### src/design/kedf_pkg.sv
// ----------------------------------------------------------------------------
// kedf_pkg
// Types, register indexes, reset values and character constants shared by
// the key event decoder and its character FIFO.
// ----------------------------------------------------------------------------
package kedf_pkg;

    localparam int unsigned CfgWidth       = 8;
    localparam int unsigned CfgIndexWidth  = 3;
    localparam int unsigned DefFifoDepth   = 16;

    typedef enum logic [CfgIndexWidth-1:0] {
        CFG_STATE_PRESSED  = 3'd0,
        CFG_STATE_RELEASED = 3'd1,
        CFG_CTRL_KEY       = 3'd2,
        CFG_LEFT_SHIFT     = 3'd3,
        CFG_RIGHT_SHIFT    = 3'd4,
        CFG_ALT_KEY        = 3'd5,
        CFG_BREAK_KEY      = 3'd6
    } t_cfg_index;

    localparam logic [7:0] RstStatePressed  = 8'd1;
    localparam logic [7:0] RstStateReleased = 8'd3;
    localparam logic [7:0] RstCtrlKey       = 8'd165;
    localparam logic [7:0] RstLeftShift     = 8'd162;
    localparam logic [7:0] RstRightShift    = 8'd163;
    localparam logic [7:0] RstAltKey        = 8'd161;
    localparam logic [7:0] RstBreakKey      = 8'd208;

    localparam logic [7:0] CharLowerA = 8'h61;
    localparam logic [7:0] CharLowerZ = 8'h7A;
    localparam logic [7:0] CtrlMask   = 8'hBF;
    localparam logic [7:0] ShiftMask  = 8'hDF;
    localparam logic [7:0] CharLf     = 8'h0A;
    localparam logic [7:0] CharCr     = 8'h0D;
    localparam logic [7:0] NoEvent    = 8'h00;

    typedef struct packed {
        logic [7:0] state_pressed;
        logic [7:0] state_released;
        logic [7:0] ctrl_key;
        logic [7:0] left_shift;
        logic [7:0] right_shift;
        logic [7:0] alt_key;
        logic [7:0] break_key;
    } t_cfg;

    typedef struct packed {
        logic       char_valid;
        logic       chars_available;
        logic       break_pulse;
        logic       overflow;
        logic [2:0] modifiers;
    } t_step_info;

    function automatic logic [7:0] map_char(
        input logic [7:0] code,
        input logic       ctrl,
        input logic       shift
    );
        logic [7:0] ch;
        ch = code;
        if (code >= CharLowerA && code <= CharLowerZ) begin
            if (ctrl) begin
                ch = ch & CtrlMask;
            end
            if (shift) begin
                ch = ch & ShiftMask;
            end
        end
        if (ch == CharLf) begin
            ch = CharCr;
        end
        return ch;
    endfunction

endpackage

### src/design/key_event_decoder_fifo.sv
// ----------------------------------------------------------------------------
// key_event_decoder_fifo
// Keyboard event decoder with modifier tracking and a ring character FIFO.
//
//   channel  valid        stall        payload
//   in       i_in_valid   o_in_stall   i_func, i_event_state, i_event_code
//   out      o_out_valid  i_out_stall  o_char_valid, o_char_out,
//                                      o_chars_available, o_break_pulse,
//                                      o_overflow, o_modifiers
//   cfg      i_cfg_wr_en  -            i_cfg_index, i_cfg_wdata
//
// One transaction per cycle while o_in_stall is low; results pass through the
// store read stage and the output register. Pointers and modifiers update at
// the accept edge; popped data returns from the store in the following cycle.
// Synchronous active-low reset clears pointers, flags and valids; no clearing
// pass over the store.
// The input stalls only when both the read stage and the output register hold
// a transaction and the output is stalled.
// ----------------------------------------------------------------------------
module key_event_decoder_fifo #(
    parameter int unsigned FIFO_DEPTH = kedf_pkg::DefFifoDepth
) (
    input  logic                               i_clk,
    input  logic                               i_rst_n,
    input  logic                               i_cfg_wr_en,
    input  logic [kedf_pkg::CfgIndexWidth-1:0] i_cfg_index,
    input  logic [kedf_pkg::CfgWidth-1:0]      i_cfg_wdata,
    input  logic                               i_in_valid,
    output logic                               o_in_stall,
    input  logic                               i_func,
    input  logic [7:0]                         i_event_state,
    input  logic [7:0]                         i_event_code,
    output logic                               o_out_valid,
    input  logic                               i_out_stall,
    output logic                               o_char_valid,
    output logic [7:0]                         o_char_out,
    output logic                               o_chars_available,
    output logic                               o_break_pulse,
    output logic                               o_overflow,
    output logic [2:0]                         o_modifiers
);
    import kedf_pkg::*;

    localparam int unsigned AW = $clog2(FIFO_DEPTH);

    t_cfg          r_cfg;
    logic          accept;
    logic          mem_wr_en, mem_rd_en;
    logic [AW-1:0] mem_wr_addr, mem_rd_addr;
    logic [7:0]    mem_wr_data, mem_rd_data;
    t_step_info    step_info;

    logic          r_s1_valid, n_s1_valid;
    t_step_info    r_s1_info;
    logic          s1_move;
    logic          r_out_valid, n_out_valid;

    always_ff @(posedge i_clk) begin
        if (!i_rst_n) begin
            r_cfg.state_pressed  <= RstStatePressed;
            r_cfg.state_released <= RstStateReleased;
            r_cfg.ctrl_key       <= RstCtrlKey;
            r_cfg.left_shift     <= RstLeftShift;
            r_cfg.right_shift    <= RstRightShift;
            r_cfg.alt_key        <= RstAltKey;
            r_cfg.break_key      <= RstBreakKey;
        end else if (i_cfg_wr_en) begin
            case (t_cfg_index'(i_cfg_index))
                CFG_STATE_PRESSED:  r_cfg.state_pressed  <= i_cfg_wdata;
                CFG_STATE_RELEASED: r_cfg.state_released <= i_cfg_wdata;
                CFG_CTRL_KEY:       r_cfg.ctrl_key       <= i_cfg_wdata;
                CFG_LEFT_SHIFT:     r_cfg.left_shift     <= i_cfg_wdata;
                CFG_RIGHT_SHIFT:    r_cfg.right_shift    <= i_cfg_wdata;
                CFG_ALT_KEY:        r_cfg.alt_key        <= i_cfg_wdata;
                CFG_BREAK_KEY:      r_cfg.break_key      <= i_cfg_wdata;
                default: begin
                end
            endcase
        end
    end

    assign o_in_stall = r_s1_valid && r_out_valid && i_out_stall;
    assign accept     = i_in_valid && !o_in_stall;
    assign s1_move    = r_s1_valid && (!r_out_valid || !i_out_stall);

    kedf_ctrl #(
        .FIFO_DEPTH (FIFO_DEPTH),
        .AW         (AW)
    ) u_ctrl (
        .i_clk         (i_clk),
        .i_rst_n       (i_rst_n),
        .i_accept      (accept),
        .i_func        (i_func),
        .i_event_state (i_event_state),
        .i_event_code  (i_event_code),
        .i_cfg         (r_cfg),
        .o_wr_en       (mem_wr_en),
        .o_wr_addr     (mem_wr_addr),
        .o_wr_data     (mem_wr_data),
        .o_rd_en       (mem_rd_en),
        .o_rd_addr     (mem_rd_addr),
        .o_info        (step_info)
    );

    kedf_char_mem #(
        .FIFO_DEPTH (FIFO_DEPTH),
        .AW         (AW)
    ) u_mem (
        .i_clk     (i_clk),
        .i_wr_en   (mem_wr_en),
        .i_wr_addr (mem_wr_addr),
        .i_wr_data (mem_wr_data),
        .i_rd_en   (mem_rd_en),
        .i_rd_addr (mem_rd_addr),
        .o_rd_data (mem_rd_data)
    );

    always_comb begin
        n_s1_valid = r_s1_valid;
        if (accept) begin
            n_s1_valid = 1'b1;
        end else if (s1_move) begin
            n_s1_valid = 1'b0;
        end

        n_out_valid = r_out_valid;
        if (s1_move) begin
            n_out_valid = 1'b1;
        end else if (r_out_valid && !i_out_stall) begin
            n_out_valid = 1'b0;
        end
    end

    always_ff @(posedge i_clk) begin
        if (!i_rst_n) begin
            r_s1_valid  <= 1'b0;
            r_out_valid <= 1'b0;
        end else begin
            r_s1_valid  <= n_s1_valid;
            r_out_valid <= n_out_valid;
        end
    end

    always_ff @(posedge i_clk) begin
        if (accept) begin
            r_s1_info <= step_info;
        end
    end

    always_ff @(posedge i_clk) begin
        if (s1_move) begin
            o_char_valid      <= r_s1_info.char_valid;
            o_char_out        <= r_s1_info.char_valid ? mem_rd_data : 8'h00;
            o_chars_available <= r_s1_info.chars_available;
            o_break_pulse     <= r_s1_info.break_pulse;
            o_overflow        <= r_s1_info.overflow;
            o_modifiers       <= r_s1_info.modifiers;
        end
    end

    assign o_out_valid = r_out_valid;

endmodule

### src/design/kedf_char_mem.sv
// ----------------------------------------------------------------------------
// kedf_char_mem
// Character store: one write port, one read port, registered read data.
// ----------------------------------------------------------------------------
module kedf_char_mem #(
    parameter int unsigned FIFO_DEPTH = kedf_pkg::DefFifoDepth,
    parameter int unsigned AW         = $clog2(FIFO_DEPTH)
) (
    input  logic          i_clk,
    input  logic          i_wr_en,
    input  logic [AW-1:0] i_wr_addr,
    input  logic [7:0]    i_wr_data,
    input  logic          i_rd_en,
    input  logic [AW-1:0] i_rd_addr,
    output logic [7:0]    o_rd_data
);

    logic [7:0] r_mem [FIFO_DEPTH];
    logic [7:0] r_rd_data;

    always_ff @(posedge i_clk) begin
        if (i_wr_en) begin
            r_mem[i_wr_addr] <= i_wr_data;
        end
    end

    always_ff @(posedge i_clk) begin
        if (i_rd_en) begin
            r_rd_data <= r_mem[i_rd_addr];
        end
    end

    assign o_rd_data = r_rd_data;

endmodule

### src/design/kedf_ctrl.sv
// ----------------------------------------------------------------------------
// kedf_ctrl
// Event decode, modifier flags and FIFO pointers; issues store accesses.
// ----------------------------------------------------------------------------
module kedf_ctrl #(
    parameter int unsigned FIFO_DEPTH = kedf_pkg::DefFifoDepth,
    parameter int unsigned AW         = $clog2(FIFO_DEPTH)
) (
    input  logic                   i_clk,
    input  logic                   i_rst_n,
    input  logic                   i_accept,
    input  logic                   i_func,
    input  logic [7:0]             i_event_state,
    input  logic [7:0]             i_event_code,
    input  kedf_pkg::t_cfg         i_cfg,
    output logic                   o_wr_en,
    output logic [AW-1:0]          o_wr_addr,
    output logic [7:0]             o_wr_data,
    output logic                   o_rd_en,
    output logic [AW-1:0]          o_rd_addr,
    output kedf_pkg::t_step_info   o_info
);
    import kedf_pkg::*;

    localparam logic [AW-1:0] LastIdx = AW'(FIFO_DEPTH - 1);

    logic [AW-1:0] r_wr_idx, n_wr_idx;
    logic [AW-1:0] r_rd_idx, n_rd_idx;
    logic          r_ctrl, n_ctrl;
    logic          r_shift, n_shift;
    logic          r_alt, n_alt;

    logic          is_event, pressed, released;
    logic          is_ctrl, is_shift, is_alt, is_brk;
    logic          push_req, full, empty, do_push, do_pop;
    logic [AW-1:0] wr_adv, rd_adv;

    always_comb begin
        is_event = !i_func && (i_event_state != NoEvent);
        pressed  = is_event && (i_event_state == i_cfg.state_pressed);
        released = is_event && !pressed && (i_event_state == i_cfg.state_released);
        is_ctrl  = (i_event_code == i_cfg.ctrl_key);
        is_shift = (i_event_code == i_cfg.left_shift) || (i_event_code == i_cfg.right_shift);
        is_alt   = (i_event_code == i_cfg.alt_key);
        is_brk   = (i_event_code == i_cfg.break_key);

        wr_adv = (r_wr_idx == LastIdx) ? '0 : r_wr_idx + 1'b1;
        rd_adv = (r_rd_idx == LastIdx) ? '0 : r_rd_idx + 1'b1;
        empty  = (r_wr_idx == r_rd_idx);
        full   = (wr_adv == r_rd_idx);

        push_req = i_accept && released && !is_ctrl && !is_shift && !is_alt;
        do_push  = push_req && !full;
        do_pop   = i_accept && i_func && !empty;

        n_ctrl  = r_ctrl;
        n_shift = r_shift;
        n_alt   = r_alt;
        if (i_accept && (pressed || released)) begin
            if (is_ctrl) begin
                n_ctrl = pressed;
            end else if (is_shift) begin
                n_shift = pressed;
            end else if (is_alt) begin
                n_alt = pressed;
            end
        end

        n_wr_idx = do_push ? wr_adv : r_wr_idx;
        n_rd_idx = do_pop ? rd_adv : r_rd_idx;
    end

    always_ff @(posedge i_clk) begin
        if (!i_rst_n) begin
            r_wr_idx <= '0;
            r_rd_idx <= '0;
            r_ctrl   <= 1'b0;
            r_shift  <= 1'b0;
            r_alt    <= 1'b0;
        end else begin
            r_wr_idx <= n_wr_idx;
            r_rd_idx <= n_rd_idx;
            r_ctrl   <= n_ctrl;
            r_shift  <= n_shift;
            r_alt    <= n_alt;
        end
    end

    always_comb begin
        o_wr_en   = do_push;
        o_wr_addr = r_wr_idx;
        o_wr_data = map_char(i_event_code, r_ctrl, r_shift);
        o_rd_en   = do_pop;
        o_rd_addr = r_rd_idx;

        o_info.char_valid      = do_pop;
        o_info.chars_available = (n_wr_idx != n_rd_idx);
        o_info.break_pulse     = pressed && !is_ctrl && !is_shift && !is_alt && is_brk;
        o_info.overflow        = push_req && full;
        o_info.modifiers       = {n_alt, n_shift, n_ctrl};
    end

endmodule
### config.mk
export PLATFORM = sky130hd
export DESIGN_NAME = key_event_decoder_fifo
export DESIGN_NICKNAME = d
export VERILOG_FILES = /design/src/design/kedf_pkg.sv /design/src/design/key_event_decoder_fifo.sv /design/src/design/kedf_char_mem.sv /design/src/design/kedf_ctrl.sv
export SDC_FILE = /design/constraint.sdc
export NUM_CORES = 1
export LEC_CHECK = 0
export ABC_AREA = 0
export BUFFER_PORTS_ARGS = -buffer_cell sky130_fd_sc_hd__buf_2
export CELL_PAD_IN_SITES_DETAIL_PLACEMENT = 0
export CELL_PAD_IN_SITES_GLOBAL_PLACEMENT = 1
export CORE_ASPECT_RATIO = 1.4
export CORE_UTILIZATION = 55
export DETAILED_ROUTE_END_ITERATION = 10
export PLACE_DENSITY = 0.94
export SYNTH_ARGS = -nofsm -noshare
export SYNTH_HDL_FRONTEND = slang
export SYNTH_SLANG_ARGS = --single-unit
### constraint.sdc
create_clock -name i_clk -period 5.66 [get_ports i_clk]
set_input_delay 0 -clock i_clk [delete_from_list [all_inputs] [get_ports i_clk]]
set_output_delay 0 -clock i_clk [all_outputs]
set_load 0.005 [all_outputs]
== Word level (Yosys, flattened, before mapping) ==
Memory sizes are Yosys's and may differ from the RTL's. A register that Yosys moved wholly into a read port is not among the register bits.
Index checks and enable logic that the tools add are counted.
Word-level totals
  flip-flop bits (word level): 91
  memory bits (writable): 128
  bits of input ports: 33
  output and inout bits: 17
  logic and storage cells: 119
  memories kept: 1
Memories
  u_mem.r_mem: words 16, width 8, rd ports 1, clocked after memory_dff 1, wr ports 1, RTL line kedf_char_mem.sv:18  | logic [7:0] r_mem [FIFO_DEPTH];
Operators by class
  add/sub/neg operators: 2
  order comparisons: 2
  equality and inequality tests: 19
  mux-type cells: 23
  reductions and logical operators: 47
Operators with widths (count)
  $eq 8x8->1: 7
  $logic_and 1x1->1: 23
  $mux 4: 4
  $mux 1: 15
  $mux 7: 2
  $reduce_and 2->1: 7
  $logic_not 1->1: 10
  $eq 3x3->1 const B: 3
  $add 4x1->4 const B: 2
  $eq 4x4->1: 2
  $eq 4x4->1 const B: 2
  $eq 8x4->1 const B: 1
  $ge 8x7->1 const B: 1
  $le 8x7->1 const B: 1
  $mux 8: 1
  $reduce_bool 8->1: 1
  $eq 3x2->1 const B: 2
  $mux 6: 1
  $ne 4x4->1: 1
  $reduce_bool 2->1: 2
  $eq 3x1->1 const B: 1
  $logic_not 3->1: 1
  $logic_or 1x1->1: 3

== Depth between registers and ports, before layout ==
Gate-level depths: netlist of the first run.
  depth after elaboration: 13
  mapped depth: 8
  depth with buffers taken out: 7

== Modules after synthesis ==
A second synthesis of the first run with hierarchy kept.
Second synthesis, totals
  cell total of the unflattened synthesis: 691
  area total of the unflattened synthesis: 9878.2 um2
By module, submodules not included
  kedf_char_mem: instances 1, cells an instance 229, area each 5227.5 um2, seq. area each 4083.9 um2
  key_event_decoder_fifo: instances 1, cells an instance 251, area each 3015.4 um2, seq. area each 1821.7 um2
  kedf_ctrl: instances 1, cells an instance 211, area each 1635.3 um2, seq. area each 220.2 um2

== Worst setup path before layout of the first run ==
OpenSTA, ideal clock, no wires.
  path kind: flip-flop to flip-flop
  start: register r_out_valid (netlist: o_out_valid)
  end: register r_s1_info[5] in the netlist's numbering (data pin)
  library setup time: 0.265 ns
  arrival time: 2.230 ns
  required time: 5.395 ns
  path slack: 3.164 ns
  cell stages (with the launch flop): 8
  path buffers: 1
  clock period less this slack: 2.496 ns
  cell sequence: dfxtp_1 -> and3_1 -> nor2_1 -> and3_1 -> clkbuf_1 -> o2111a_1 -> nor2_1 -> or3_1
RTL lines
  from (decl): RTL line key_event_decoder_fifo.sv:56  | logic r_out_valid, n_out_valid;
  from (signal assigned): RTL line key_event_decoder_fifo.sv:140  | r_out_valid <= n_out_valid;
  to (signal assigned): RTL line key_event_decoder_fifo.sv:146  | r_s1_info <= step_info;
  to (decl): RTL line key_event_decoder_fifo.sv:54  | t_step_info r_s1_info;

== Worst setup path in the final report of the first run ==
  start: register u_ctrl.r_wr_idx[0] (netlist: u_ctrl.o_wr_addr[0])
  end: memory u_mem.r_mem[0][4] (enable)
Between the ends
  cells in the longest elaborated chain, start to end: 7
  elaborated cells on any way between the ends: 8
  those cells by class: 1 x add/sub; 2 x eq/ne; 3 x mux; 2 x reduce/logical
RTL lines
  from (decl): RTL line kedf_ctrl.sv:27  | logic [AW-1:0] r_wr_idx, n_wr_idx;
  from (signal assigned): RTL line kedf_ctrl.sv:81  | r_wr_idx <= n_wr_idx;
  $add 4x1->4 / $eq 4x4->1 (equally long branches): RTL line kedf_ctrl.sv:47  | wr_adv = (r_wr_idx == LastIdx) ? '0 : r_wr_idx + 1'b1;
  $mux 4: RTL line kedf_ctrl.sv:47
  $eq 4x4->1: RTL line kedf_ctrl.sv:50  | full = (wr_adv == r_rd_idx);
  $logic_not 1->1: RTL line kedf_ctrl.sv:53  | do_push = push_req && !full;
  $logic_and 1x1->1: RTL line kedf_ctrl.sv:53
  $mux 1: RTL line kedf_char_mem.sv:22  | if (i_wr_en) begin
  $mux 1 (not written as such): RTL line kedf_char_mem.sv:23  | r_mem[i_wr_addr] <= i_wr_data;
  to (decl): RTL line kedf_char_mem.sv:18
Parallel ways exist; a longest one is shown, timed or not.

==> results of run 1 <==
where the power goes:
| group | internal, mW | leakage (nW) | switching, mW |
|---|---|---|---|
| Clock | 0.713 | 0.302 | 0.583 |
| Sequential | 1.79 | 2.00 | 0.00975 |
| Combinational | 0.0487 | 1.41 | 0.0936 |
| Total | 2.55 | 3.71 | 0.687 |
per-layer routing:
metal	share of wire	global-route usage
met1	0.35	0.2877
met2	0.56	0.4985
met3	0.051	0.03426
met4	0.042	0.1237
met5	0	0
state kept, by name (all words and copies together) (netlist names):
signal and cells:
o_chars_available 1, o_char_valid 1, u_ctrl.r_alt 1, r_cfg 56
u_ctrl.r_shift 1, o_overflow 1, o_out_valid 1, u_mem.r_mem 128
o_break_pulse 1, r_s1_info 7, u_ctrl.r_ctrl 1, o_modifiers 3
u_ctrl.o_rd_addr 4, u_ctrl.o_wr_addr 4, o_char_out 8, u_mem.o_rd_data 8
r_s1_valid 1
final timing paths:
check | depth (start not counted) | from | endpoint | slack [ns]
setup / recovery | 7 | u_ctrl.o_wr_addr[0] | u_mem.r_mem[0][4] | 2.12
hold / removal | 4 | i_cfg_index[0] | r_cfg[19] | 0.03
setup reg to reg | 7 | u_ctrl.o_wr_addr[0] | u_mem.r_mem[0][4] | 2.12
hold reg to reg | 0 | r_s1_info[3] | o_overflow | 0.41
worst register-to-register path: cells and delay by family, from the launching register on:
family / cells / cell delay (ns)
compound gates: 1 / 0.33
buf+inv: 1 / 0.13
fa+ha+maj: 1 / 0.44
xor+xnor: 1 / 0.24
flops: 1 / 0.54
simple gates: 3 / 1.56
layout by cell type (no fill, tap or decap), types with 2 or more instances in the layout:
master and count:
sky130_fd_sc_hd__mux4_2 40, sky130_fd_sc_hd__clkbuf_1 3, sky130_fd_sc_hd__a211oi_1 5, sky130_fd_sc_hd__nand2_1 128, sky130_fd_sc_hd__or3_1 2, sky130_fd_sc_hd__clkbuf_8 2
sky130_fd_sc_hd__inv_1 7, sky130_fd_sc_hd__o21ai_0 3, sky130_fd_sc_hd__nor3_1 5, sky130_fd_sc_hd__mux2_2 3, sky130_fd_sc_hd__clkinv_1 4, sky130_fd_sc_hd__nor2_1 20
sky130_fd_sc_hd__mux2i_1 2, sky130_fd_sc_hd__buf_2 49, sky130_fd_sc_hd__nand4_1 10, sky130_fd_sc_hd__a21oi_1 43, sky130_fd_sc_hd__nor4_1 11, sky130_fd_sc_hd__and2_1 16
sky130_fd_sc_hd__xnor2_1 32, sky130_fd_sc_hd__nand2b_1 6, sky130_fd_sc_hd__ha_1 5, sky130_fd_sc_hd__a31oi_2 2, sky130_fd_sc_hd__edfxtp_1 158, sky130_fd_sc_hd__and3_2 16
sky130_fd_sc_hd__clkbuf_16 21, sky130_fd_sc_hd__dlygate4sd3_1 11, sky130_fd_sc_hd__nand3_1 29, sky130_fd_sc_hd__buf_4 6, sky130_fd_sc_hd__nor2b_1 6, sky130_fd_sc_hd__o31ai_1 2
sky130_fd_sc_hd__dfxtp_1 68, sky130_fd_sc_hd__xor2_1 36, sky130_fd_sc_hd__and3_1 4, sky130_fd_sc_hd__clkinvlp_4 3, sky130_fd_sc_hd__clkinv_2 3
layout make-up:
type / instances / area [um^2]
Fill cell: 1288 / 6161
Clock inverter: 10 / 57.56
Sequential cell: 227 / 6127
Multi-Input combinational cell: 446 / 3318
Clock buffer: 27 / 569.3
Timing Repair Buffer: 66 / 400.4
Antenna cell: 1 / 2.502
Inverter: 8 / 30.03
Tap cell: 232 / 290.3
timing repair:
| item | in CTS | in global routing |
|---|---|---|
| buffers inserted | 0 | 0 |
| endpoints found under the hold margin | 58 | 0 |
| hold buffers | 11 | 0 |
cell families after synthesis:
kind of cell	Yosys count	share of synthesized area
AND/OR/NAND/NOR	263	0.1337
multiplexers	45	0.09910
XOR/XNOR	68	0.06183
AO/OA/AOI/OAI	65	0.04208
buffers and inverters	44	0.02091
flip-flops	227	0.6359
adder cells (fa/ha/maj)	5	0.006494
==> impl_results.rst, run 1 <==
.. list-table::
   :header-rows: 1

   * - Metric
     - Value
   * - Setup slack after layout
     - 2.122 ns
   * - Nets in the synthesized netlist
     - 755
   * - Clock input transition at the sequential cells of the worst setup and hold paths
     - 0.07 ns
   * - VDD IR-drop max
     - 226.7 uV
   * - Leading cell type by number of instances after synthesis
     - sky130_fd_sc_hd__edfxtp_1
   * - Hold/Removal Path Class
     - in -> reg
   * - Post-DR wirelength/cell
     - 22.05 um
   * - Placed wire-length estimate after detailed placement
     - 15380 um
   * - Slowest cell delay on critical path
     - 0.95 ns
   * - Final TNS setup
     - 0 ns
   * - Transition time at the pin with the least slew margin
     - 1.166 ns
   * - Worst EP required
     - 5.85 ns
   * - Gpl congestion
     - 0.9207
   * - Initial DRC Count
     - 560
   * - Clk_skew
     - 0.01207 ns
   * - Crit path kind
     - reg -> reg
   * - Cell leakage power
     - 3.711 nW
   * - Largest delay contributor family on the critical path
     - simple AND/OR/NAND/NOR gates
   * - Area enclosed by the die boundary
     - 18060 um^2
   * - Top-level I/O count
     - 50
   * - Num Clock Sinks
     - 227
   * - Biggest fanout along the worst timing path
     - 18
   * - Register area share after synthesis
     - 0.6359
   * - Via count of the first global-routing pass
     - 6075
   * - Final cell utilization of the core
     - 0.6367
   * - Share of the clock period used by the worst path after layout
     - 0.6251
   * - Total power after layout
     - 3.238 mW
   * - Max_slew headroom
     - 0.2183
   * - Library cells used by synthesis
     - 51
   * - Mapped cell area
     - 9633 um^2
   * - Clock tree from TritonCTS
     - done
   * - Post-synth top flop
     - sky130_fd_sc_hd__edfxtp_1
   * - Setup-violating endpoint count in the final report
     - 0
   * - Power per Cell Area
     - 299.9 nW/um^2
   * - Via Count
     - 5959
   * - Maximum number of pins on one net before global-route repair
     - 43
   * - Arrival time at the worst endpoint
     - 3.73 ns
   * - Count of port buffers added during placement
     - 49
   * - Max stage delay cell, worst path
     - sky130_fd_sc_hd__nor3_2
   * - DRT Pass-1 Iters
     - 5
   * - Number of antenna violations at the first check in global routing
     - 1
   * - DRC violations left
     - 0
   * - Number of buffers added by the clock tree synthesis step
     - 21
   * - Final Hold Violating Endpoints
     - 0
   * - Area share of the leading cell type in the synthesized netlist
     - 0.4925
   * - Leading post-synthesis cells by instance count
     - 158 x sky130_fd_sc_hd__edfxtp_1, 128 x sky130_fd_sc_hd__nand2_1, 69 x sky130_fd_sc_hd__dfxtp_1, 43 x sky130_fd_sc_hd__a21oi_1, 40 x sky130_fd_sc_hd__mux4_2
   * - Synth Area per Inst
     - 13.44 um^2
   * - Count of mapped cells out of synthesis
     - 717
   * - Kind of launch point of the worst setup path
     - flip-flop
   * - Effective utilization at floorplan
     - 0.5681
   * - Post-layout instance count excluding filler cells
     - 1017
   * - Clock insertion delay at the later pin of the skew report
     - 0.50 ns
   * - Number of gates given a new drive strength after cts
     - 0
   * - Sequence of cells on the critical path
     - ha_1, inv_1, a311oi_2, xnor2_1, nor4_4, nor3_2, and3_2
   * - Antenna violation net count after detailed routing
     - 0
   * - Core Area
     - 16960 um^2
   * - Final count of pins violating max slew
     - 0
   * - Total wire length
     - 22430 um
   * - Grt total ovfl
     - 0
   * - Relative area change from synthesis to final layout
     - 12.07%
   * - Number of enable-type register cells in the synthesized netlist
     - 158
   * - Placement-stage cell area
     - 10060 um^2
   * - Status
     - finished clean
   * - Buf+Inv Stages, Crit Path
     - 1
   * - Total instance count after detailed placement
     - 968
   * - Leading post-synthesis cells by cell area
     - sky130_fd_sc_hd__edfxtp_1 49%, sky130_fd_sc_hd__dfxtp_1 14%, sky130_fd_sc_hd__mux4_2 9.4%
   * - Die Wd
     - 113.9 um
   * - Final min period
     - 3.538 ns
   * - Setup repair after global routing missed its margin
     - false
   * - Final Cell Area
     - 10800 um^2
   * - Setup slack after placement
     - 2.132 ns
   * - Type of element capturing the critical path
     - flip-flop
   * - Number of H-tree levels
     - 1
   * - Proportion of synthesized flip-flops having asynchronous set or reset
     - 0
   * - Worst hold slack
     - 0.03013 ns
   * - Buffer type at the clock tree root
     - sky130_fd_sc_hd__clkbuf_16
   * - Die height
     - 158.6 um
   * - Synth Register Bits
     - 227
   * - Achievable frequency
     - 0.2826 GHz
   * - Cell taking the most area after synthesis
     - sky130_fd_sc_hd__edfxtp_1
   * - Nets
     - 808
   * - Routed vias/inst
     - 5.859
   * - Layout cell share with drive strength beyond 1
     - 0.1952
   * - Number of max-cap violations
     - 0
   * - Overall Global Routing Usage
     - 0.2620
   * - First-pass GRT wire length
     - 34470 um
   * - Number of warnings issued by yosys
     - 0
   * - Maximum clock insertion buffer count
     - 3
   * - Site row count
     - 56
Power figures use the tool's default switching activity.
==> inputs of run 2 (changes only) <==
--- a/config.mk
+++ b/config.mk
@@ -5,14 +5,14 @@
 export SDC_FILE = /design/constraint.sdc
 export NUM_CORES = 1
 export LEC_CHECK = 0
-export ABC_AREA = 0
+export ABC_AREA = 1
 export BUFFER_PORTS_ARGS = -buffer_cell sky130_fd_sc_hd__buf_2
 export CELL_PAD_IN_SITES_DETAIL_PLACEMENT = 0
 export CELL_PAD_IN_SITES_GLOBAL_PLACEMENT = 1
 export CORE_ASPECT_RATIO = 1.4
-export CORE_UTILIZATION = 55
+export CORE_UTILIZATION = 48
 export DETAILED_ROUTE_END_ITERATION = 10
-export PLACE_DENSITY = 0.94
+export PLACE_DENSITY = 0.89
 export SYNTH_ARGS = -nofsm -noshare
 export SYNTH_HDL_FRONTEND = slang
 export SYNTH_SLANG_ARGS = --single-unit
==> constraint.sdc (replaced) <==
create_clock -name i_clk -period 3.4 [get_ports i_clk]
set_input_delay 0 -clock i_clk [delete_from_list [all_inputs] [get_ports i_clk]]
set_output_delay 0 -clock i_clk [all_outputs]
set_load 0.005 [all_outputs]
==> impl_results.rst, run 2 <==
.. list-table::
   :header-rows: 1

   * - Metric
     - Value
   * - Status
     - finished clean
   * - Effective utilization at floorplan
     - 0.4879
   * - Buffer type at the clock tree root
     - sky130_fd_sc_hd__clkbuf_16
   * - Met1 wire length
     - 9131 um
   * - Switching power of the nets
     - 1.236 mW
   * - Die Wd
     - 123.7 um
   * - Top routing layer used
     - met4
   * - Cell taking the most area after synthesis
     - sky130_fd_sc_hd__edfxtp_1
   * - Final TNS setup
     - 0 ns
   * - Synthesized-area fraction occupied by xor and xnor cells
     - 0.03683
   * - Leading cell type by number of instances after synthesis
     - sky130_fd_sc_hd__nand2_1
   * - Setup slack after placement
     - 0.6583 ns
   * - Portion of netlist area occupied by mux cells
     - 0
   * - Proportion of total power due to net switching
     - 0.2139
   * - Power Internal
     - 4.544 mW
   * - Cells on Worst Hold Path
     - 5
   * - Leading post-synthesis cells by instance count
     - 182 x sky130_fd_sc_hd__nand2_1, 176 x sky130_fd_sc_hd__nor2_1, 158 x sky130_fd_sc_hd__edfxtp_1, 122 x sky130_fd_sc_hd__o21ai_0, 93 x sky130_fd_sc_hd__inv_1
   * - Count of port buffers added during placement
     - 49
   * - Power per Cell Area
     - 510.3 nW/um^2
   * - Grt total ovfl
     - 0
   * - Total power after layout
     - 5.781 mW
   * - Share of the clock period used by the worst path after layout
     - 0.8529
   * - Sequential fraction of design power
     - 0.520
   * - Area share of fa/ha/maj cells after synthesis
     - 0.006285
   * - Crit path kind
     - reg -> reg
   * - Post-synth top flop
     - sky130_fd_sc_hd__edfxtp_1
   * - Regs by FF count
     - u_mem.r_mem (128), r_cfg (56)
   * - Most flop-heavy register
     - u_mem.r_mem
   * - Clock tree from TritonCTS
     - done
   * - Library cells used by synthesis
     - 34
   * - Cell leakage power
     - 4.453 nW
   * - Simple logic cell fraction of the synthesized area
     - 0.1772
   * - Clk_skew
     - 0.01556 ns
   * - Nets in the synthesized netlist
     - 1084
   * - Total wire length
     - 24420 um
   * - Placed wire-length estimate after detailed placement
     - 16480 um
   * - Number of buffers added by the clock tree synthesis step
     - 22
   * - Met3 routed wirelength
     - 1211 um
   * - Area share of the leading cell type in the synthesized netlist
     - 0.4766
   * - Top-level I/O count
     - 50
   * - Site row count
     - 62
   * - Max reg flops
     - 128
   * - Overall Global Routing Usage
     - 0.2365
   * - Depth of the worst register-to-register path
     - 11
   * - Placement-stage cell area
     - 10420 um^2
   * - First-pass GRT wire length
     - 37960 um
   * - Die height
     - 172.4 um
   * - Setup slack after layout
     - 0.5002 ns
   * - Initial DRC Count
     - 576
   * - Arrival time at the worst endpoint
     - 3.02 ns
   * - Final min period
     - 2.900 ns
   * - Gpl congestion
     - 0.8844
   * - Kind of launch point of the worst setup path
     - flip-flop
   * - Number of H-tree levels
     - 1
   * - Leading cell type in the layout, fill and taps excluded
     - sky130_fd_sc_hd__nand2_1
   * - Combinational family with the most area after synthesis
     - simple AND/OR/NAND/NOR gates
   * - Maximum clock insertion buffer count
     - 3
   * - Total instance count after detailed placement
     - 1317
   * - Number of enable-type register cells in the synthesized netlist
     - 158
   * - Routed vias/inst
     - 5.368
   * - Number of warnings issued by yosys
     - 0
   * - Final count of pins violating max slew
     - 0
   * - Via count of the first global-routing pass
     - 7185
   * - Worst EP required
     - 3.53 ns
   * - Layout cell share with drive strength beyond 1
     - 0.1038
   * - Setup repair after global routing missed its margin
     - false
   * - Number of max-cap violations
     - 0
   * - DRT Pass-1 Iters
     - 5
   * - Routed length on met2
     - 13080 um
   * - Biggest fanout along the worst timing path
     - 9
   * - Maximum number of pins on one net before global-route repair
     - 66
   * - Final cell utilization of the core
     - 0.5552
   * - Leading post-synthesis cells by cell area
     - sky130_fd_sc_hd__edfxtp_1 48%, sky130_fd_sc_hd__dfxtp_1 14%, sky130_fd_sc_hd__nand2_1 6.9%
   * - Transition time at the pin with the least slew margin
     - 0.7930 ns
   * - Post-layout instance count excluding filler cells
     - 1374
   * - Post-DR wirelength/cell
     - 17.77 um
   * - Combinational share of power
     - 0.047
   * - Count of mapped cells out of synthesis
     - 1046
   * - Synth Area per Inst
     - 9.517 um^2
   * - Final Cell Area
     - 11330 um^2
   * - Proportion of synthesized flip-flops having asynchronous set or reset
     - 0
   * - VDD IR-drop max
     - 387.0 uV
   * - Power share of the clock group
     - 0.433
   * - Area enclosed by the die boundary
     - 21330 um^2
   * - Number of antenna violations at the first check in global routing
     - 0
   * - Relative area change from synthesis to final layout
     - 13.79%
   * - Num Clock Sinks
     - 227
   * - Compound-Gate Fraction of Synth Area
     - 0.1053
   * - Setup-violating endpoint count in the final report
     - 0
   * - Core Area
     - 20400 um^2
   * - Nets
     - 1140
   * - Most frequent cells in the layout
     - 182 x sky130_fd_sc_hd__nand2_1, 176 x sky130_fd_sc_hd__nor2_1, 158 x sky130_fd_sc_hd__edfxtp_1
   * - Clock insertion delay at the later pin of the skew report
     - 0.51 ns
   * - Antenna violation net count after detailed routing
     - 0
   * - Register area share after synthesis
     - 0.6154
   * - Via Count
     - 7376
   * - Hold/Removal Path Class
     - in -> reg
   * - Antenna diode count
     - 0
   * - Max_slew headroom
     - 0.4673
   * - Achievable frequency
     - 0.3449 GHz
   * - Synth Register Bits
     - 227
   * - Final Hold Violating Endpoints
     - 0
   * - Worst hold slack
     - 0.02016 ns
   * - Type of element capturing the critical path
     - flip-flop
   * - Setup Fix Bufs, Post-CTS
     - 0
   * - Mapped cell area
     - 9955 um^2
   * - Clock input transition at the sequential cells of the worst setup and hold paths
     - 0.06 ns
   * - DRC violations left
     - 0
==> run 2: path summary, 6_finish.rpt <==
kind,slack [ns],end,start
worst max register to register,0.50,u_mem.r_mem[0][7],u_ctrl.o_wr_addr[0]
worst min register to register,0.44,o_modifiers[0],r_s1_info[0]
worst min-delay path,0.02,r_cfg[21],i_cfg_wr_en
worst max-delay path,0.50,u_mem.r_mem[0][7],u_ctrl.o_wr_addr[0]
==> run 2: power groups by stage <==
stage	sequential (mW)	clock, mW	combinational (mW)
4_1_cts	3.00	2.54	0.273
2_1_floorplan	3.06	0	0.159
3_5_place_dp	3.06	0	0.260
6_report	3.00	2.51	0.271
3_3_place_gp	3.06	0	0.256
5_1_grt	3.01	2.64	0.303
==> run 2: repair_timing <==
action | CTS | global route
gates resized for setup | 0 | 0
hold buffers | 17 | 0
endpoints found under the hold margin | 58 | 0
==> run 2: area by class of cell <==
class / instances / area (um^2)
fillers: 1829 / 9075
flip-flops and latches: 227 / 6127
multi-input cells: 671 / 3242
clock buffers: 24 / 579.3
repair buffers: 80 / 520.5
inverters: 100 / 375.4
well taps: 256 / 320.3
clock inverters: 16 / 162.7
==> run 2: cell families after synthesis <==
logic type | after synthesis
DFF | 227
buffers and inverters | 148
xor gates and xnor gates | 41
and+or+nand+nor | 429
adders and majority gates | 5
AOI/OAI and AO/OA | 196
==> run 2: routing by layer <==
metal  vias to the layer above  global-route usage
li1                       3622                   -
met1                      3446              0.2666
met2                       236              0.4341
met3                        72             0.03397
met4                         0              0.1063
met5                         -                   0
==> run 2: worst max-delay path: stages, from the launching register on <==
cell,delay [ns]
sky130_fd_sc_hd__dfxtp_1,0.44
sky130_fd_sc_hd__ha_1,0.29
sky130_fd_sc_hd__nor2_1,0.07
sky130_fd_sc_hd__nor2_1,0.24
sky130_fd_sc_hd__nand2_1,0.12
sky130_fd_sc_hd__nand3_1,0.13
sky130_fd_sc_hd__nor2_2,0.07
sky130_fd_sc_hd__nand2_4,0.12
sky130_fd_sc_hd__nand3_2,0.16
sky130_fd_sc_hd__inv_1,0.13
sky130_fd_sc_hd__nand2_1,0.14
sky130_fd_sc_hd__nor2_1,0.62
==> inputs of run 3 (changes only) <==
--- a/config.mk
+++ b/config.mk
@@ -9,7 +9,6 @@
 export BUFFER_PORTS_ARGS = -buffer_cell sky130_fd_sc_hd__buf_2
 export CELL_PAD_IN_SITES_DETAIL_PLACEMENT = 0
 export CELL_PAD_IN_SITES_GLOBAL_PLACEMENT = 1
-export CORE_ASPECT_RATIO = 1.4
 export CORE_UTILIZATION = 48
 export DETAILED_ROUTE_END_ITERATION = 10
 export PLACE_DENSITY = 0.89
==> impl_results.rst, run 3 (synthesized netlist as in run 2, its figures left out) <==
.. list-table::
   :header-rows: 1

   * - Metric
     - Value
   * - Max_slew headroom
     - 0.2537
   * - Die Wd
     - 146.0 um
   * - Cell leakage power
     - 4.476 nW
   * - Number of max-cap violations
     - 0
   * - Kind of launch point of the worst setup path
     - flip-flop
   * - Relative area change from synthesis to final layout
     - 14.22%
   * - Worst EP required
     - 3.53 ns
   * - Routed vias/inst
     - 5.194
   * - Final TNS setup
     - 0 ns
   * - Placed wire-length estimate after detailed placement
     - 14760 um
   * - Die height
     - 146.0 um
   * - DRT Pass-1 Iters
     - 5
   * - Share of the clock period used by the worst path after layout
     - 0.8165
   * - Gpl congestion
     - 0.8763
   * - Total wire length
     - 21970 um
   * - Type of element capturing the critical path
     - flip-flop
   * - Sequential fraction of design power
     - 0.514
   * - Antenna diode count
     - 0
   * - Clock input transition at the sequential cells of the worst setup and hold paths
     - 0.06 ns
   * - Max reg flops
     - 128
   * - Antenna violation net count after detailed routing
     - 0
   * - Switching power of the nets
     - 1.213 mW
   * - Clock tree from TritonCTS
     - done
   * - Achievable frequency
     - 0.3602 GHz
   * - Post-DR wirelength/cell
     - 15.83 um
   * - Num Clock Sinks
     - 227
   * - Met2 global-route usage
     - 0.3471
   * - Power Internal
     - 4.636 mW
   * - Overall Global Routing Usage
     - 0.2126
   * - Final Hold Violating Endpoints
     - 0
   * - Core Area
     - 20300 um^2
   * - Nets
     - 1140
   * - Setup repair after global routing missed its margin
     - false
   * - Top-level I/O count
     - 50
   * - Final count of pins violating max slew
     - 0
   * - Initial DRC Count
     - 555
   * - Via count of the first global-routing pass
     - 6811
   * - Clock insertion delay at the later pin of the skew report
     - 0.50 ns
   * - Setup slack after placement
     - 0.6392 ns
   * - Setup-violating endpoint count in the final report
     - 0
   * - Layout cell share with drive strength beyond 1
     - 0.1064
   * - Transition time at the pin with the least slew margin
     - 1.115 ns
   * - Most congested layer reported by global routing
     - met2
   * - Final min period
     - 2.776 ns
   * - Power per Cell Area
     - 514.4 nW/um^2
   * - First-pass GRT wire length
     - 35650 um
   * - Clk_skew
     - 0.007876 ns
   * - Global-route met1 utilization
     - 0.2942
   * - Status
     - finished clean
   * - Combinational share of power
     - 0.045
   * - Maximum number of pins on one net before global-route repair
     - 69
   * - Setup slack after layout
     - 0.6238 ns
   * - Hold/Removal Path Class
     - in -> reg
   * - Area enclosed by the die boundary
     - 21320 um^2
   * - Met3 usage in global routing
     - 0.03031
   * - Most frequent cells in the layout
     - 182 x sky130_fd_sc_hd__nand2_1, 176 x sky130_fd_sc_hd__nor2_1, 158 x sky130_fd_sc_hd__edfxtp_1
   * - DRC violations left
     - 0
   * - Count of port buffers added during placement
     - 49
   * - Arrival time at the worst endpoint
     - 2.90 ns
   * - Leading cell type in the layout, fill and taps excluded
     - sky130_fd_sc_hd__nand2_1
   * - Effective utilization at floorplan
     - 0.4904
   * - Site row count
     - 52
   * - Proportion of total power due to net switching
     - 0.2074
   * - Grt total ovfl
     - 0
   * - Setup Fix Bufs, Post-CTS
     - 0
   * - Regs by FF count
     - u_mem.r_mem (128), r_cfg (56)
   * - Number of buffers added by the clock tree synthesis step
     - 24
   * - Number of antenna violations at the first check in global routing
     - 0
   * - Via Count
     - 7209
   * - Maximum clock insertion buffer count
     - 3
   * - Number of H-tree levels
     - 1
   * - Biggest fanout along the worst timing path
     - 9
   * - Crit path kind
     - reg -> reg
   * - Buffer type at the clock tree root
     - sky130_fd_sc_hd__clkbuf_16
   * - VDD IR-drop max
     - 348.5 uV
   * - Power share of the clock group
     - 0.442
   * - Most flop-heavy register
     - u_mem.r_mem
run 3: through the flow:
step,instances,hold WS [ns],utilization,total power [mW],cell area (um^2)
finish,1388,0.02340,0.5601,5.849,11370
global route,1388,0.03633,0.5601,6.016,11370
CTS,1388,0.0009987,0.5601,5.876,11370
detailed placement,1331,0.2941,0.5139,3.311,10430
global placement,1331,0.2796,0.5139,3.308,10430
floorplan,1046,0.1261,-,3.220,9955
run 3: cell type report:
| cell class | count | area, um^2 |
|---|---|---|
| clock buffer | 25 | 625.6 |
| inverter | 100 | 375.4 |
| timing repair buffer | 78 | 500.5 |
| fill | 1808 | 8930 |
| clock inverter | 17 | 161.4 |
| tap | 270 | 337.8 |
| sequential | 227 | 6127 |
| multi-input combinational | 671 | 3242 |
run 3: power by group through the flow:
stage	Sequential [mW]	Clock (mW)	Combinational (mW)
floorplan	3.06	0	0.159
global placement	3.06	0	0.245
detailed placement	3.06	0	0.248
CTS	3.00	2.61	0.261
global route	3.01	2.71	0.297
finish	3.00	2.58	0.261
run 3: what timing repair did:
item                                   4_1_cts  5_1_grt
resized for setup                            0        0
endpoints found under the hold margin       62        0
hold buffers                                15        0
run 3: critical path: stages (launching register included):
cell,delay (ns)
sky130_fd_sc_hd__dfxtp_1,0.43
sky130_fd_sc_hd__inv_1,0.12
sky130_fd_sc_hd__ha_1,0.36
sky130_fd_sc_hd__xnor2_1,0.14
sky130_fd_sc_hd__nand3_1,0.11
sky130_fd_sc_hd__nor2_2,0.06
sky130_fd_sc_hd__nand2_4,0.11
sky130_fd_sc_hd__nand3_2,0.17
sky130_fd_sc_hd__inv_1,0.13
sky130_fd_sc_hd__nand2_1,0.12
sky130_fd_sc_hd__nor2_1,0.64
run 3: routing by layer:
layer | wire length [um] | up-vias
met2 | 10220 | 215
met4 | 525 | 0
li1 | - | 3617
met3 | 1261 | 41
met1 | 9962 | 3336
met5 | 0 | -
run 3: worst paths after layout:
check,start,to,slack [ns],depth (start not counted)
worst max register to register,u_ctrl.o_wr_addr[0],u_mem.r_mem[8][1],0.62,10
worst min register to register,r_s1_info[2],o_modifiers[2],0.42,0
worst min-delay path,i_cfg_index[2],r_cfg[40],0.02,5
worst max-delay path,u_ctrl.o_wr_addr[0],u_mem.r_mem[8][1],0.62,10
